<file path="src/rtl/ktms_pkg.sv">
// Shared widths, entry type and bank control bundle for the key/tag merge sorter.
// Depends on nothing; the RTL files other than the checker refer to it by scoped names.
`default_nettype none

package ktms_pkg;

  localparam int MAX_ITEMS = 64;
  localparam int ADDR_W    = $clog2(MAX_ITEMS);
  localparam int CNT_W     = $clog2(MAX_ITEMS + 1);
  localparam int KEY_W     = 32;
  localparam int TAG_W     = 16;

  typedef struct packed {
    logic signed [KEY_W-1:0] key;
    logic        [TAG_W-1:0] tag;
  } entry_t;

  typedef struct packed {
    logic              we;
    logic [ADDR_W-1:0] waddr;
    entry_t            wdata;
    logic [ADDR_W-1:0] raddr_l;
    logic [ADDR_W-1:0] raddr_r;
  } bank_ctl_t;

endpackage

`default_nettype wire

</file>
<file path="src/rtl/ktms_bank.sv">
// One pair store: a single write port and two registered read ports.
// Depends on ktms_pkg for the entry type, depth and control bundle.
`default_nettype none

module ktms_bank (
  input  wire logic               clk,
  input  wire ktms_pkg::bank_ctl_t ctl,
  output ktms_pkg::entry_t        rd_l,
  output ktms_pkg::entry_t        rd_r
);

  ktms_pkg::entry_t mem [ktms_pkg::MAX_ITEMS];

  always_ff @(posedge clk) begin
    if (ctl.we) begin
      mem[ctl.waddr] <= ctl.wdata;
    end
    rd_l <= mem[ctl.raddr_l];
    rd_r <= mem[ctl.raddr_r];
  end

endmodule

`default_nettype wire

</file>
<file path="config.mk">
export PLATFORM = sky130hd
export DESIGN_NAME = ktms_bank
export DESIGN_NICKNAME = d
export VERILOG_FILES = /design/src/rtl/ktms_pkg.sv /design/src/rtl/ktms_bank.sv
export SDC_FILE = /design/constraint.sdc
export NUM_CORES = 2
export LEC_CHECK = 0
export ABC_AREA = 0
export BUFFER_PORTS_ARGS = -buffer_cell sky130_fd_sc_hd__buf_2
export CORE_MARGIN = 2
export CORE_UTILIZATION = 55
export CTS_CLUSTER_DIAMETER = 30
export DETAILED_ROUTE_END_ITERATION = 12
export HOLD_SLACK_MARGIN = 0.03
export PLACE_DENSITY = 0.71
export SLEW_MARGIN = 25
export SYNTH_ARGS = -nofsm -noshare
export SYNTH_HDL_FRONTEND = slang
export SYNTH_SLANG_ARGS = --single-unit
export TNS_END_PERCENT = 20
</file>
<file path="constraint.sdc">
create_clock -name clk -period 5.4 [get_ports clk]
set_input_delay 0.54 -clock clk [delete_from_list [all_inputs] [get_ports clk]]
set_output_delay 0.54 -clock clk [all_outputs]
set_load 0.03 [all_outputs]
</file>
== Word-level counts from Yosys, hierarchy flattened ==
Memories as Yosys holds them, arrays and structs flattened. A register that Yosys moved wholly into a read port is not among the register bits.
Cells that the tools add are included.
Word-level totals
  register bits: 0
  word-level logic and storage cells: 3
  memories kept: 1
  output and inout bits: 96
  bits in writable memories: 3072
  input bits: 68
Cells by class
  multiplexer cells: 2
Memory list
  mem: depth 64, bits a word 48, read ports 2, clocked after memory_dff 2, wr ports 1, line ktms_bank.sv:12  | ktms_pkg::entry_t mem [ktms_pkg::MAX_ITEMS];
Operators by type and width (count)
  $mux 1: 2

== Longest topological paths before layout ==
  depth after elaboration: 2
  mapped depth: 10
  gate-level depth less buffers: 5

== Worst setup path after synthesis ==
Ideal clock, no wire load.
  path type: input to register
  start: in ctl[63] (netlist bit)
  end: mem mem[48][0] (netlist bit), enable pin
  library setup time: 0.513 ns
  stages: 4
  data arrival time: 4.312 ns
  path slack: 0.575 ns
  path buffers: 1
  data required time: 4.887 ns
  cell sequence: clkbuf_1 > nor2b_1 > nand4b_1 > nor3_1
RTL lines
  start, declared: line ktms_bank.sv:7  | input wire ktms_pkg::bank_ctl_t ctl,
  end, declared: line ktms_bank.sv:12
Straight into the memory's write port.

==> metrics.txt <==
# TYPE chip_impl_metric gauge
chip_impl_info{name="outcome",value="complete, no violations"} 1
chip_impl_metric{name="maxClockFrequency",unit="MHz"} 256
chip_impl_metric{name="worst_skew_pair.late_latency",unit="ps"} 960
chip_impl_metric{name="stdcell_count",unit=""} 11200
chip_impl_metric{name="share_of_the_core_filled_with_cells_in_the_final_layout",unit="%"} 66.0
chip_impl_info{name="worstHoldPathType",value="in -> reg"} 1
chip_impl_metric{name="finalWeightedCongestion",unit=""} 0.907
chip_impl_metric{name="cts.reportedPaths.clkPinSlew",unit="ps"} 50
chip_impl_metric{name="vias_per_cell",unit=""} 7.76
chip_impl_metric{name="numCtsBuffers",unit=""} 579
chip_impl_metric{name="remaining_drc_errors",unit=""} 0
chip_impl_metric{name="worst-r2r-cell-count",unit=""} 5
chip_impl_metric{name="async_reset_ff_share",unit="%"} 0
chip_impl_metric{name="syn_to_final_growth",unit="%"} 19.1
chip_impl_metric{name="ctsLongestPathBuffers",unit=""} 4
chip_impl_metric{name="power_per_standard_cell_area",unit="nW/um^2"} 413
chip_impl_metric{name="drt.antenna.violating_nets",unit=""} 0
chip_impl_metric{name="netlist.area_leader.share",unit="%"} 65.5
chip_impl_info{name="post-synth-top-area-cell",value="sky130_fd_sc_hd__edfxtp_1"} 1
chip_impl_metric{name="hold_depth",unit=""} 1
chip_impl_metric{name="fp.dieW",unit="um"} 510
chip_impl_metric{name="numPortBuffers",unit=""} 163
chip_impl_info{name="leading_post_synthesis_cells_by_instance_count",value="sky130_fd_sc_hd__edfxtp_1 (3,072), sky130_fd_sc_hd__mux4_2 (1,535), sky130_fd_sc_hd__o22ai_1 (336)"} 1
chip_impl_metric{name="period_share",unit="%"} 72.3
chip_impl_metric{name="timing.setup.tns",unit="ps"} 0
chip_impl_metric{name="grt_first_pass_wirelength",unit="mm"} 686
chip_impl_metric{name="num-nets-final",unit=""} 7351
chip_impl_metric{name="sequential_cell_area_fraction_in_the_yosys_report",unit="%"} 66.8
chip_impl_metric{name="synth_edf_count",unit=""} 3072
chip_impl_metric{name="dr.first_iter.drc_count",unit=""} 15300
chip_impl_metric{name="timing.critical_path.required",unit="ps"} 6120
chip_impl_info{name="yosys.cell_count.top_type",value="sky130_fd_sc_hd__edfxtp_1"} 1
chip_impl_metric{name="number_of_antenna_violations_at_the_first_check_in_global_routing",unit=""} 48
chip_impl_metric{name="setup_viol",unit=""} 0
chip_impl_metric{name="clock_sinks",unit=""} 3168
chip_impl_metric{name="cts_hold_buffers",unit=""} 0
chip_impl_metric{name="placement_rows",unit=""} 185
chip_impl_metric{name="static_leak",unit="nW"} 53.5
chip_impl_metric{name="number_of_global_route_vias_before_repair",unit=""} 86900
chip_impl_metric{name="drt_first_pass_iters",unit=""} 6
chip_impl_metric{name="max_cap_viol_count",unit=""} 0
chip_impl_info{name="netlist_top_cells_area",value="sky130_fd_sc_hd__edfxtp_1 (65%), sky130_fd_sc_hd__mux4_2 (25%), sky130_fd_sc_hd__o22ai_1 (1.5%)"} 1
chip_impl_info{name="ys_dominant_reg_cell",value="sky130_fd_sc_hd__edfxtp_1"} 1
chip_impl_info{name="setup.worst_path.class",value="in -> reg"} 1
chip_impl_metric{name="finalHoldViolCount",unit=""} 0
chip_impl_metric{name="dp.cells",unit=""} 10100
chip_impl_metric{name="yosys_warnings",unit=""} 0
chip_impl_metric{name="timing.final.max_slew_violations",unit=""} 0
chip_impl_metric{name="vias",unit=""} 86700
chip_impl_metric{name="grt_usage",unit="%"} 38.5
chip_impl_metric{name="worstPathArrival",unit="ps"} 4630
chip_impl_metric{name="hpwlAfterDp",unit="mm"} 291
chip_impl_info{name="tritoncts",value="yes"} 1
chip_impl_info{name="cp-end-kind",value="flop"} 1
chip_impl_metric{name="fp.dieH",unit="um"} 510
chip_impl_metric{name="timing.clock.skew",unit="ps"} 46.0
chip_impl_metric{name="yosys.cell_types.count",unit=""} 48
chip_impl_metric{name="synth-seq-cells",unit=""} 3168
chip_impl_metric{name="worst_hold_slack",unit="ps"} 105
chip_impl_metric{name="postSynthNetCount",unit=""} 6806
chip_impl_metric{name="io_pins",unit=""} 164
chip_impl_metric{name="design.die.area",unit="sq um"} 260000
chip_impl_metric{name="synthesis.area_per_instance",unit="sq um"} 20.9
chip_impl_metric{name="postCtsResizedCells",unit=""} 0
chip_impl_metric{name="grt.overflow.total",unit=""} 0
chip_impl_metric{name="postSynthCellCount",unit=""} 6738
chip_impl_metric{name="worst_slew_pin_slew",unit="ps"} 1270
chip_impl_metric{name="critical_path_peak_fanout",unit=""} 23
chip_impl_info{name="root_buffer",value="sky130_fd_sc_hd__clkbuf_16"} 1
chip_impl_info{name="worst_setup_path_start_kind",value="input pin"} 1
chip_impl_info{name="rsz0062_at_grt",value="false"} 1
chip_impl_metric{name="routedWlPerCell",unit="um"} 44.7
chip_impl_metric{name="wl",unit="mm"} 499
chip_impl_metric{name="cts_post_setup_buffers_inserted",unit=""} 0
chip_impl_metric{name="min_period",unit="ps"} 3910
chip_impl_metric{name="worst_ir_drop_on_vdd",unit="V"} 0.000370
chip_impl_metric{name="netlist_area",unit="sq um"} 141000
chip_impl_metric{name="max_slew_margin",unit="%"} 15.4
chip_impl_metric{name="core_area",unit="sq um"} 254000
chip_impl_metric{name="post_route_cells_drive_above_1_share",unit="%"} 40.4
chip_impl_metric{name="grt_max_degree",unit=""} 116
chip_impl_metric{name="initial_core_util",unit="%"} 55.4
chip_impl_metric{name="cts-htree-levels",unit=""} 6
cell usage in the layout (no fill, tap or decap), types with 55 or more instances in the layout:
master	netlist	final
sky130_fd_sc_hd__clkinv_1	0	58
sky130_fd_sc_hd__mux2i_1	56	56
sky130_fd_sc_hd__nor2_4	0	65
sky130_fd_sc_hd__nand2_1	113	105
sky130_fd_sc_hd__dfxtp_1	96	96
sky130_fd_sc_hd__clkbuf_16	0	584
sky130_fd_sc_hd__clkbuf_1	254	72
sky130_fd_sc_hd__edfxtp_1	3072	3072
sky130_fd_sc_hd__a22o_1	88	88
sky130_fd_sc_hd__nor2_1	140	73
sky130_fd_sc_hd__buf_12	0	73
sky130_fd_sc_hd__o221ai_1	73	73
sky130_fd_sc_hd__clkinv_2	0	89
sky130_fd_sc_hd__bufinv_16	0	80
sky130_fd_sc_hd__o22ai_1	336	336
sky130_fd_sc_hd__a21oi_1	71	71
sky130_fd_sc_hd__buf_4	78	317
sky130_fd_sc_hd__mux4_2	1535	1535
sky130_fd_sc_hd__a22oi_1	95	95
sky130_fd_sc_hd__buf_2	156	117
sky130_fd_sc_hd__nor3_1	58	55
layout make-up:
type,instances,area [sq um]
Clock inverter,381,4650
Sequential cell,3168,94200
Multi-Input combinational cell,3017,44900
Tap cell,3366,4210
Fill cell,15800,86500
Antenna cell,42,105
Timing Repair Buffer,516,4620
Clock buffer,680,15200
Inverter,1,3.75
worst max-delay path, stage by stage:
cell                       delay (ps)
sky130_fd_sc_hd__buf_2            670
sky130_fd_sc_hd__nand3b_1        1060
sky130_fd_sc_hd__buf_4            610
sky130_fd_sc_hd__o221ai_1         250
sky130_fd_sc_hd__a31oi_1          130
sky130_fd_sc_hd__a21oi_1         1030
sky130_fd_sc_hd__a221oi_1         270
layer usage:
metal / GRT usage (%) / wire length [um] / up-vias
met5: 0.0365 / 203 / -
met4: 28.2 / 43900 / 34
met3: 12.1 / 74400 / 1748
met2: 56.1 / 223000 / 8153
met1: 49.1 / 157000 / 45400
li1: - / - / 31400
metrics by stage:
| stage | setup WS (ps) | power, W | instance area, sq um |
|---|---|---|---|
| after floorplan | 575 | 0.0305 | 141000 |
| after global placement | 288 | 0.0326 | 147000 |
| after detailed placement | 990 | 0.0327 | 148000 |
| after CTS | 2000 | 0.0692 | 168000 |
| after global routing | 1860 | 0.0706 | 168000 |
| final | 1490 | 0.0693 | 168000 |
sequential cells by signal, summed over array words and instances, names as in the netlist:
register,cells
rd_r,48
rd_l,48
mem,3072
report_power, final:
| part | total (W) | switching, W | internal (W) | leakage, nW |
|---|---|---|---|---|
| Clock | 0.0370 | 0.0128 | 0.0241 | 9.59 |
| Sequential | 0.0276 | 0.000291 | 0.0273 | 28.4 |
| Combinational | 0.00478 | 0.00306 | 0.00172 | 15.5 |
kinds of logic after synthesis:
family          after synthesis  synth area share (%)
buf+inv                     553                  1.86
simple gates                490                  1.67
flops                      3168                  66.8
mux                        1604                  25.0
compound gates              923                  4.62
worst paths after layout:
| path | startpoint | to | slack (ps) |
|---|---|---|---|
| setup / recovery | ctl[11] | rd_l[9] | 1490 |
| hold reg to reg | mem[20][17] | rd_l[17] | 910 |
| hold / removal | ctl[32] | mem[35][20] | 100 |
| setup reg to reg | mem[32][9] | rd_l[9] | 2660 |
Power figures use the tool's default switching activity.
