File: config.mk
export PLATFORM = sky130hd
export DESIGN_NAME = ktms_ctrl
export DESIGN_NICKNAME = d
export VERILOG_FILES = /design/src/rtl/ktms_pkg.sv /design/src/rtl/ktms_cmp.sv /design/src/rtl/ktms_ctrl.sv
export SDC_FILE = /design/constraint.sdc
export NUM_CORES = 1
export LEC_CHECK = 0
export BUFFER_PORTS_ARGS = -buffer_cell sky130_fd_sc_hd__buf_2
export CAP_MARGIN = 10
export CORE_AREA = 4 4 167 169
export CTS_BUF_LIST = sky130_fd_sc_hd__clkbuf_8
export DETAILED_ROUTE_END_ITERATION = 7
export DIE_AREA = 0 0 171 173
export GPL_ROUTABILITY_DRIVEN = 1
export SLEW_MARGIN = 20
export SYNTH_ARGS = -nofsm -noshare
export SYNTH_HDL_FRONTEND = slang
export SYNTH_SLANG_ARGS = --single-unit
File: constraint.sdc
create_clock -name clk -period 5.8 [get_ports clk]
set_input_delay 1.16 -clock clk [delete_from_list [all_inputs] [get_ports clk]]
set_output_delay 1.16 -clock clk [all_outputs]
set_load 0.005 [all_outputs]
File: src/rtl/ktms_pkg.sv
// Shared widths, entry type and bank control bundle for the key/tag merge sorter.
// Depends on nothing; the RTL files other than the checker refer to it by scoped names.
`default_nettype none

package ktms_pkg;

  localparam int MAX_ITEMS = 64;
  localparam int ADDR_W    = $clog2(MAX_ITEMS);
  localparam int CNT_W     = $clog2(MAX_ITEMS + 1);
  localparam int KEY_W     = 32;
  localparam int TAG_W     = 16;

  typedef struct packed {
    logic signed [KEY_W-1:0] key;
    logic        [TAG_W-1:0] tag;
  } entry_t;

  typedef struct packed {
    logic              we;
    logic [ADDR_W-1:0] waddr;
    entry_t            wdata;
    logic [ADDR_W-1:0] raddr_l;
    logic [ADDR_W-1:0] raddr_r;
  } bank_ctl_t;

endpackage

`default_nettype wire

File: src/rtl/ktms_cmp.sv
// Shared signed key comparator used for every merge step.
// Depends on ktms_pkg for the key width.
`default_nettype none

module ktms_cmp (
  input  wire logic signed [ktms_pkg::KEY_W-1:0] key_l,
  input  wire logic signed [ktms_pkg::KEY_W-1:0] key_r,
  output logic                                   r_less
);

  assign r_less = key_r < key_l;

endmodule

`default_nettype wire

File: src/rtl/ktms_ctrl.sv
// Sequencer: load, bottom-up merge passes between two banks, and result emission.
// Depends on ktms_pkg and instantiates ktms_cmp.
`default_nettype none

module ktms_ctrl (
  input  wire logic                              clk,
  input  wire logic                              rst,
  input  wire logic                              start,
  input  wire logic signed [ktms_pkg::KEY_W-1:0] key,
  input  wire logic        [ktms_pkg::TAG_W-1:0] tag,
  input  wire logic                              final_item,
  output logic                                   busy,
  input  wire ktms_pkg::entry_t                  bank0_rd_l,
  input  wire ktms_pkg::entry_t                  bank0_rd_r,
  input  wire ktms_pkg::entry_t                  bank1_rd_l,
  input  wire ktms_pkg::entry_t                  bank1_rd_r,
  output ktms_pkg::bank_ctl_t                    bank0_ctl,
  output ktms_pkg::bank_ctl_t                    bank1_ctl,
  output logic                                   result_valid,
  output logic signed      [ktms_pkg::KEY_W-1:0] sorted_key,
  output logic             [ktms_pkg::TAG_W-1:0] sorted_tag,
  output logic                                   last_result,
  output logic                                   overflow
);

  localparam int CW = ktms_pkg::CNT_W;
  localparam int AW = ktms_pkg::ADDR_W;

  typedef enum logic [2:0] {
    S_LOAD,
    S_SETUP,
    S_MERGE,
    S_PASS,
    S_PRIME,
    S_EMIT
  } state_t;

  state_t          state, state_next;
  logic [CW-1:0]   count, count_next;
  logic            dropped, dropped_next;
  logic [CW-1:0]   n, n_next;
  logic [CW-1:0]   w, w_next;
  logic [CW-1:0]   b, b_next;
  logic [CW-1:0]   i, i_next;
  logic [CW-1:0]   j, j_next;
  logic [CW-1:0]   k, k_next;
  logic [CW-1:0]   left_end, left_end_next;
  logic [CW-1:0]   right_end, right_end_next;
  logic            src, src_next;

  logic                  result_valid_next;
  ktms_pkg::entry_t      out_next;
  logic                  last_result_next;
  logic                  overflow_next;

  logic [CW:0]     mid_sum, end_sum, n_ext;
  logic [CW-1:0]   mid, run_end;
  logic [CW-1:0]   count_inc, k_inc;
  logic            full, accept, left_ok, right_ok, r_less, take_r;
  logic [CW-1:0]   n_load;
  logic [AW-1:0]   ra_l, ra_r;
  logic            wr_en;
  logic [AW-1:0]   wr_addr;
  ktms_pkg::entry_t wr_data, head_l, head_r;

  ktms_cmp u_cmp (
    .key_l  (head_l.key),
    .key_r  (head_r.key),
    .r_less (r_less)
  );

  assign busy      = (state != S_LOAD);
  assign head_l    = src ? bank1_rd_l : bank0_rd_l;
  assign head_r    = src ? bank1_rd_r : bank0_rd_r;
  assign n_ext     = {1'b0, n};
  assign mid_sum   = {1'b0, b} + {1'b0, w};
  assign end_sum   = {1'b0, b} + {w, 1'b0};
  assign mid       = (mid_sum > n_ext) ? n : mid_sum[CW-1:0];
  assign run_end   = (end_sum > n_ext) ? n : end_sum[CW-1:0];
  assign count_inc = count + CW'(1);
  assign k_inc     = k + CW'(1);
  assign full      = (count == CW'(ktms_pkg::MAX_ITEMS));
  assign accept    = start && (state == S_LOAD);
  assign n_load    = full ? count : count_inc;
  assign left_ok   = (i < left_end);
  assign right_ok  = (j < right_end);
  assign take_r    = right_ok && (!left_ok || r_less);

  always_comb begin
    state_next        = state;
    count_next        = count;
    dropped_next      = dropped;
    n_next            = n;
    w_next            = w;
    b_next            = b;
    i_next            = i;
    j_next            = j;
    k_next            = k;
    left_end_next     = left_end;
    right_end_next    = right_end;
    src_next          = src;
    result_valid_next = 1'b0;
    out_next          = head_l;
    last_result_next  = (k_inc == n);
    overflow_next     = dropped;
    ra_l              = '0;
    ra_r              = '0;
    wr_en             = 1'b0;
    wr_addr           = k[AW-1:0];
    wr_data           = take_r ? head_r : head_l;

    unique case (state)
      S_LOAD: begin
        wr_addr = count[AW-1:0];
        wr_data = '{key: key, tag: tag};
        if (accept) begin
          wr_en = !full;
          if (full) begin
            dropped_next = 1'b1;
          end else begin
            count_next = count_inc;
          end
          if (final_item) begin
            n_next     = n_load;
            w_next     = CW'(1);
            b_next     = '0;
            k_next     = '0;
            state_next = (n_load == CW'(1)) ? S_PRIME : S_SETUP;
          end
        end
      end
      S_SETUP: begin
        i_next         = b;
        j_next         = mid;
        left_end_next  = mid;
        right_end_next = run_end;
        ra_l           = b[AW-1:0];
        ra_r           = mid[AW-1:0];
        state_next     = S_MERGE;
      end
      S_MERGE: begin
        wr_en  = 1'b1;
        i_next = take_r ? i : i + CW'(1);
        j_next = take_r ? j + CW'(1) : j;
        ra_l   = i_next[AW-1:0];
        ra_r   = j_next[AW-1:0];
        k_next = k_inc;
        if (k_inc == right_end) begin
          b_next     = right_end;
          state_next = (right_end == n) ? S_PASS : S_SETUP;
        end
      end
      S_PASS: begin
        src_next = !src;
        if ({w, 1'b0} >= n_ext) begin
          state_next = S_PRIME;
        end else begin
          w_next     = {w[CW-2:0], 1'b0};
          b_next     = '0;
          k_next     = '0;
          state_next = S_SETUP;
        end
      end
      S_PRIME: begin
        k_next     = '0;
        state_next = S_EMIT;
      end
      S_EMIT: begin
        result_valid_next = 1'b1;
        ra_l              = k_inc[AW-1:0];
        k_next            = k_inc;
        if (k_inc == n) begin
          count_next   = '0;
          dropped_next = 1'b0;
          src_next     = 1'b0;
          state_next   = S_LOAD;
        end
      end
      default: state_next = S_LOAD;
    endcase
  end

  // Loads always land in bank 0; merges write the bank opposite the source.
  always_comb begin
    bank0_ctl         = '{we: 1'b0, waddr: wr_addr, wdata: wr_data, raddr_l: ra_l, raddr_r: ra_r};
    bank1_ctl         = bank0_ctl;
    bank0_ctl.we      = wr_en && ((state == S_LOAD) || src);
    bank1_ctl.we      = wr_en && (state == S_MERGE) && !src;
  end

  always_ff @(posedge clk) begin
    if (rst) begin
      state        <= S_LOAD;
      count        <= '0;
      dropped      <= 1'b0;
      src          <= 1'b0;
      result_valid <= 1'b0;
    end else begin
      state        <= state_next;
      count        <= count_next;
      dropped      <= dropped_next;
      src          <= src_next;
      result_valid <= result_valid_next;
    end
    n           <= n_next;
    w           <= w_next;
    b           <= b_next;
    i           <= i_next;
    j           <= j_next;
    k           <= k_next;
    left_end    <= left_end_next;
    right_end   <= right_end_next;
    sorted_key  <= out_next.key;
    sorted_tag  <= out_next.tag;
    last_result <= last_result_next;
    overflow    <= overflow_next;
  end

endmodule

`default_nettype wire

-- Yosys cells after proc, flatten, opt, wreduce, memory -nomap -nowiden
Index checks and enable logic that the tools add are counted.
- bits in registers: 119
- input port bits: 244
- output and inout bits: 186
- word-level logic and storage cells: 121
- add/subtract/negate cells: 6
- $lt $le $gt $ge: 6
- equal/unequal tests: 18
- mux-type cells: 43
- reductions and logical operators: 29
- operator list (operator ; count):
    $mux 48 ; 4
    $mux 7 ; 14
    $pmux 7 s2 ; 4
    $lt 32x32->1 ; 1
    $add 7x1->7 const B ; 4
    $pmux 7 s4 ; 1
    $eq 7x7->1 ; 3
    $pmux 7 s3 ; 1
    $mux 3 ; 6
    $pmux 3 s6 ; 1
    $pmux 6 s3 ; 1
    $gt 8x7->1 ; 2
    $ne 2x2->1 const B ; 8
    $reduce_and 4->1 ; 4
    $lt 7x7->1 ; 2
    $pmux 6 s2 ; 1
    $add 7x7->8 ; 1
    $add 7x8->8 ; 1
    $ge 8x7->1 ; 1
    $reduce_bool 2->1 ; 4
    $eq 7x1->1 const B ; 1
    $eq 7x7->1 const B ; 1
    $eq 3x2->1 const B ; 2
    $eq 3x3->1 const B ; 2
    other kinds (15) ; 32

-- Depth between registers and ports, before layout
- depth after elaboration: 7
- depth in mapped cells: 17
- depth with buffers taken out: 15

-- Modules after synthesis
A second synthesis with hierarchy kept.
- cell total of the unflattened synthesis: 1033
- area, all modules: 9594.2 µm²
- modules (own cells, without submodules) (module ; times used ; cells an instance ; area an instance (µm²) ; sequential area each (µm²)):
    ktms_ctrl ; 1 ; 925 ; 8804.7 ; 2942.8
    ktms_cmp ; 1 ; 108 ; 789.5 ; 0.0

-- Worst setup path after synthesis
OpenSTA, ideal clock, no wires.
- path type: input port to output port
- from: input port bank1_rd_r[39] (netlist name)
- to: output port bank1_ctl[0] (netlist name)
- data arrival time: 3.661 ns
- required time: 4.640 ns
- slack: 0.979 ns
- cell stages on the path: 14
- path buffers: 4
- cell sequence: mux2_2 -> ha_1 -> a211oi_2 -> o21ai_1 -> o221ai_2 -> o211ai_1 -> or3b_1 -> buf_2 -> and3_4 -> buf_6 -> buf_12 -> xnor2_2 -> o22ai_1 -> buf_4
- RTL lines (what ; line ; RTL):
    start, declared ; ktms_ctrl.sv:16 ; input wire ktms_pkg::entry_t bank1_rd_r,
    end, declared ; ktms_ctrl.sv:18 ; output ktms_pkg::bank_ctl_t bank1_ctl,

==> results.sh <==
export IMPL_syn_inst=1051
export IMPL_wirelength_um=38900
export IMPL_crit_top_cell="a21oi_1"
export IMPL_finalSetupViolCount=0
export IMPL_p_total_mw=6.60
export IMPL_synthMuxAreaShare_pct=19.2
export IMPL_core_area_um2=26600
export IMPL_layout_setup_ws_ns=0.229
export IMPL_gp_congestion=0.949
export IMPL_pin_count=430
export IMPL_dp_worst_setup_slack_ns=0.194
export IMPL_synth_top_family_by_area="multiplexers"
export IMPL_grt_max_degree=59
export IMPL_cp_top_family="compound AO/OA/AOI/OAI gates"
export IMPL_synth_edf_count=56
export IMPL_whs_ns=0.368
export IMPL_ys_top_cells_by_count="mux2_2 (113), ha_1 (81), inv_1 (78)"
export IMPL_cts_max_level=4
export IMPL_crit_required_ns=4.64
export IMPL_syn_area_um2=9710
export IMPL_placed_cell_area_um2=11700
export IMPL_grt_ovfl_total=0
export IMPL_ys_flop_type="dfxtp_1"
export IMPL_nFillCells=2663
export IMPL_max_cap_viol_count=0
export IMPL_rsz0062_at_grt="no"
export IMPL_area_delta_synth_final_pct=25.8
export IMPL_busiest_layer="met2"
export IMPL_startpoint_type="register"
export IMPL_finClkSkew_ns=0.0150
export IMPL_final_util_pct=46.0
export IMPL_numCtsBuffers=17
export IMPL_cp_slowest_stage_delay_ns=0.50
export IMPL_placedCellCount=1722
export IMPL_final_cells=1769
export IMPL_dieArea_um2=29600
export IMPL_yosysMostFrequentCell="mux2_2"
export IMPL_multi_input_area_um2=5770
export IMPL_yosysTopAreaCell="edfxtp_1"
export IMPL_status="finished clean"
export IMPL_postSynthAreaPerCell_um2=9.24
export IMPL_ff2ff_path_depth=13
export IMPL_grt_pass1_vias=8900
export IMPL_die_h_um=173
export IMPL_clock_fmax_mhz=180
export IMPL_cp_arrival_ns=4.41
export IMPL_final_area_um2=12200
export IMPL_crit_type="reg -> out"
export IMPL_clkLatencyLatePin_ns=0.45
export IMPL_clock_root_buffer="clkbuf_8"
export IMPL_p_leak_nw=5.94
export IMPL_seq_area_um2=2950
export IMPL_io_buffers=429
export IMPL_cts_sinks=119
export IMPL_holdPathStages=0
export IMPL_synth_xor_area_share_pct=4.39
export IMPL_num_rows=60
export IMPL_met2_usage_pct=44.0
export IMPL_ant_nets=0
export IMPL_dpl_hpwl_um=32600
export IMPL_crit_path_end_kind="output pin"
export IMPL_syn_num_nets=1378
export IMPL_peakVddDrop_mv=0.364
export IMPL_post_route_drc_count=0
export IMPL_use_met3_pct=3.82
export IMPL_final_nets=1737
export IMPL_antenna_found_initial=9
export IMPL_cp_max_fo=13
export IMPL_synth_async_reset_ratio_pct=0
export IMPL_yosysWarnings=0
export IMPL_use_met1_pct=31.1
export IMPL_grt_pass1_wl_um=55800
export IMPL_yosys_top_cells_area="edfxtp_1 (17%), mux2_2 (13%), dfxtp_1 (13%), ha_1 (10%), mux2i_1 (5.7%)"
export IMPL_cts_tree="built"
export IMPL_cts_hold_buf=0
export IMPL_grt_usage_pct=25.2
export IMPL_tns_ns=0
export IMPL_synth_compound_area_share_pct=11.6
export IMPL_die_w_um=171
export IMPL_start_util_pct=36.5
export IMPL_worst_slew_pin_slew_ns=1.06
export IMPL_ys_seq_elements=119
export IMPL_synth_top_area_share_pct=17.3
export IMPL_drt_wirelength_per_cell_um=22.0
export IMPL_yosys_area_share_simple_pct=12.9
export IMPL_cts_buffer_depth=2
export IMPL_first_iter_violations=466
export IMPL_critPathBufInv=1
export IMPL_path_cells="ha_1 -> a21o_1 -> a21oi_1 -> o21bai_1 -> a21oi_1 -> xnor2_2 -> ha_1 -> o21ai_0 -> a21oi_1 -> or3_1 -> a221o_4 -> mux2_2 -> a22o_1 -> buf_2"
export IMPL_finalHoldViolations=0
export IMPL_power_density_nw_per_um2=540
export IMPL_cpMaxStageDelayCell="edfxtp_1"
export IMPL_clkSlewWorstSetupHoldPaths_ns=0.09
export IMPL_period_needed_ns=5.57
export IMPL_ys_types=72
export IMPL_hp_class="reg -> reg"
export IMPL_cp_depth=14
export IMPL_finalCritPeriodShare_pct=96.0
export IMPL_drive_gt1_share_pct=43.9
export IMPL_slew_viol_final=0
export IMPL_relSlewSlack_pct=29.3
export IMPL_first_pass_iters=5
export IMPL_dr_total_vias=9100
export IMPL_synth_fa_ha_area_share_pct=10.9
export IMPL_yosysSeqAreaShare_pct=30.3
export IMPL_vias_per_cell=5.14
==> cell usage in the layout, fill, tap and decap left out, types with 10 or more instances in the layout <==
master | Yosys | routed
inv_1 | 78 | 78
buf_4 | 67 | 25
nand3_1 | 26 | 26
xnor2_1 | 35 | 33
o21ai_1 | 20 | 20
clkbuf_8 | 0 | 17
edfxtp_1 | 56 | 56
a31oi_1 | 10 | 10
dfxtp_1 | 63 | 62
o21ai_0 | 18 | 18
mux2i_1 | 55 | 54
a21oi_1 | 69 | 69
nor2_1 | 77 | 77
xor2_1 | 10 | 10
a21o_1 | 11 | 11
mux2_2 | 113 | 113
and2_1 | 10 | 10
nand4_1 | 14 | 14
o21a_1 | 11 | 11
nand2_1 | 76 | 76
buf_2 | 3 | 429
ha_1 | 81 | 81
==> metal layers <==
metal | vias to the layer above | share of wire [%]
li1 | 4382 | -
met1 | 4308 | 40
met2 | 355 | 51
met3 | 53 | 5.2
met4 | 2 | 3.8
met5 | - | 0.031
==> timing repair <==
item	in CTS	in global routing
pin swaps	0	2
cloned	0	0
buffers inserted	0	10
setup endpoints to repair	2	58
gates resized for setup	1	5
==> flip-flops by register name, indices dropped and copies added (netlist names), 3 cells and up <==
name / flops
sorted_key: 32
sorted_tag: 16
b: 7
count: 7
i: 7
j: 7
k: 7
left_end: 7
n: 7
right_end: 7
w: 7
state: 3
==> layout make-up <==
class                      count  area share (%)
multi-input combinational    738            47.3
timing repair buffer         455            19.3
clock buffer                  17            1.92
sequential                   119            24.1
antenna                        5           0.102
inverter                      79            2.43
tap                          341            3.49
clock inverter                15            1.39
==> power breakdown <==
group	internal, mW	switching, mW	leakage, nW
Combinational	1.92	2.41	4.68
Sequential	1.20	0.257	1.05
Clock	0.392	0.416	0.204
Total	3.51	3.09	5.94
==> path summary, 6_finish.rpt <==
| path | startpoint | end | slack [ns] |
|---|---|---|---|
| min | dropped | overflow | 0.37 |
| max | b[1] | bank1_ctl[2] | 0.23 |
| min reg2reg | dropped | overflow | 0.37 |
| max reg2reg | b[1] | j[2] | 1.72 |
==> cells by family after synthesis <==
family	after synthesis
xor+xnor	47
simple gates	258
flops	119
buf+inv	194
fa+ha+maj	83
compound gates	179
mux	171
No activity file was read; power rests on OpenSTA's default activity.
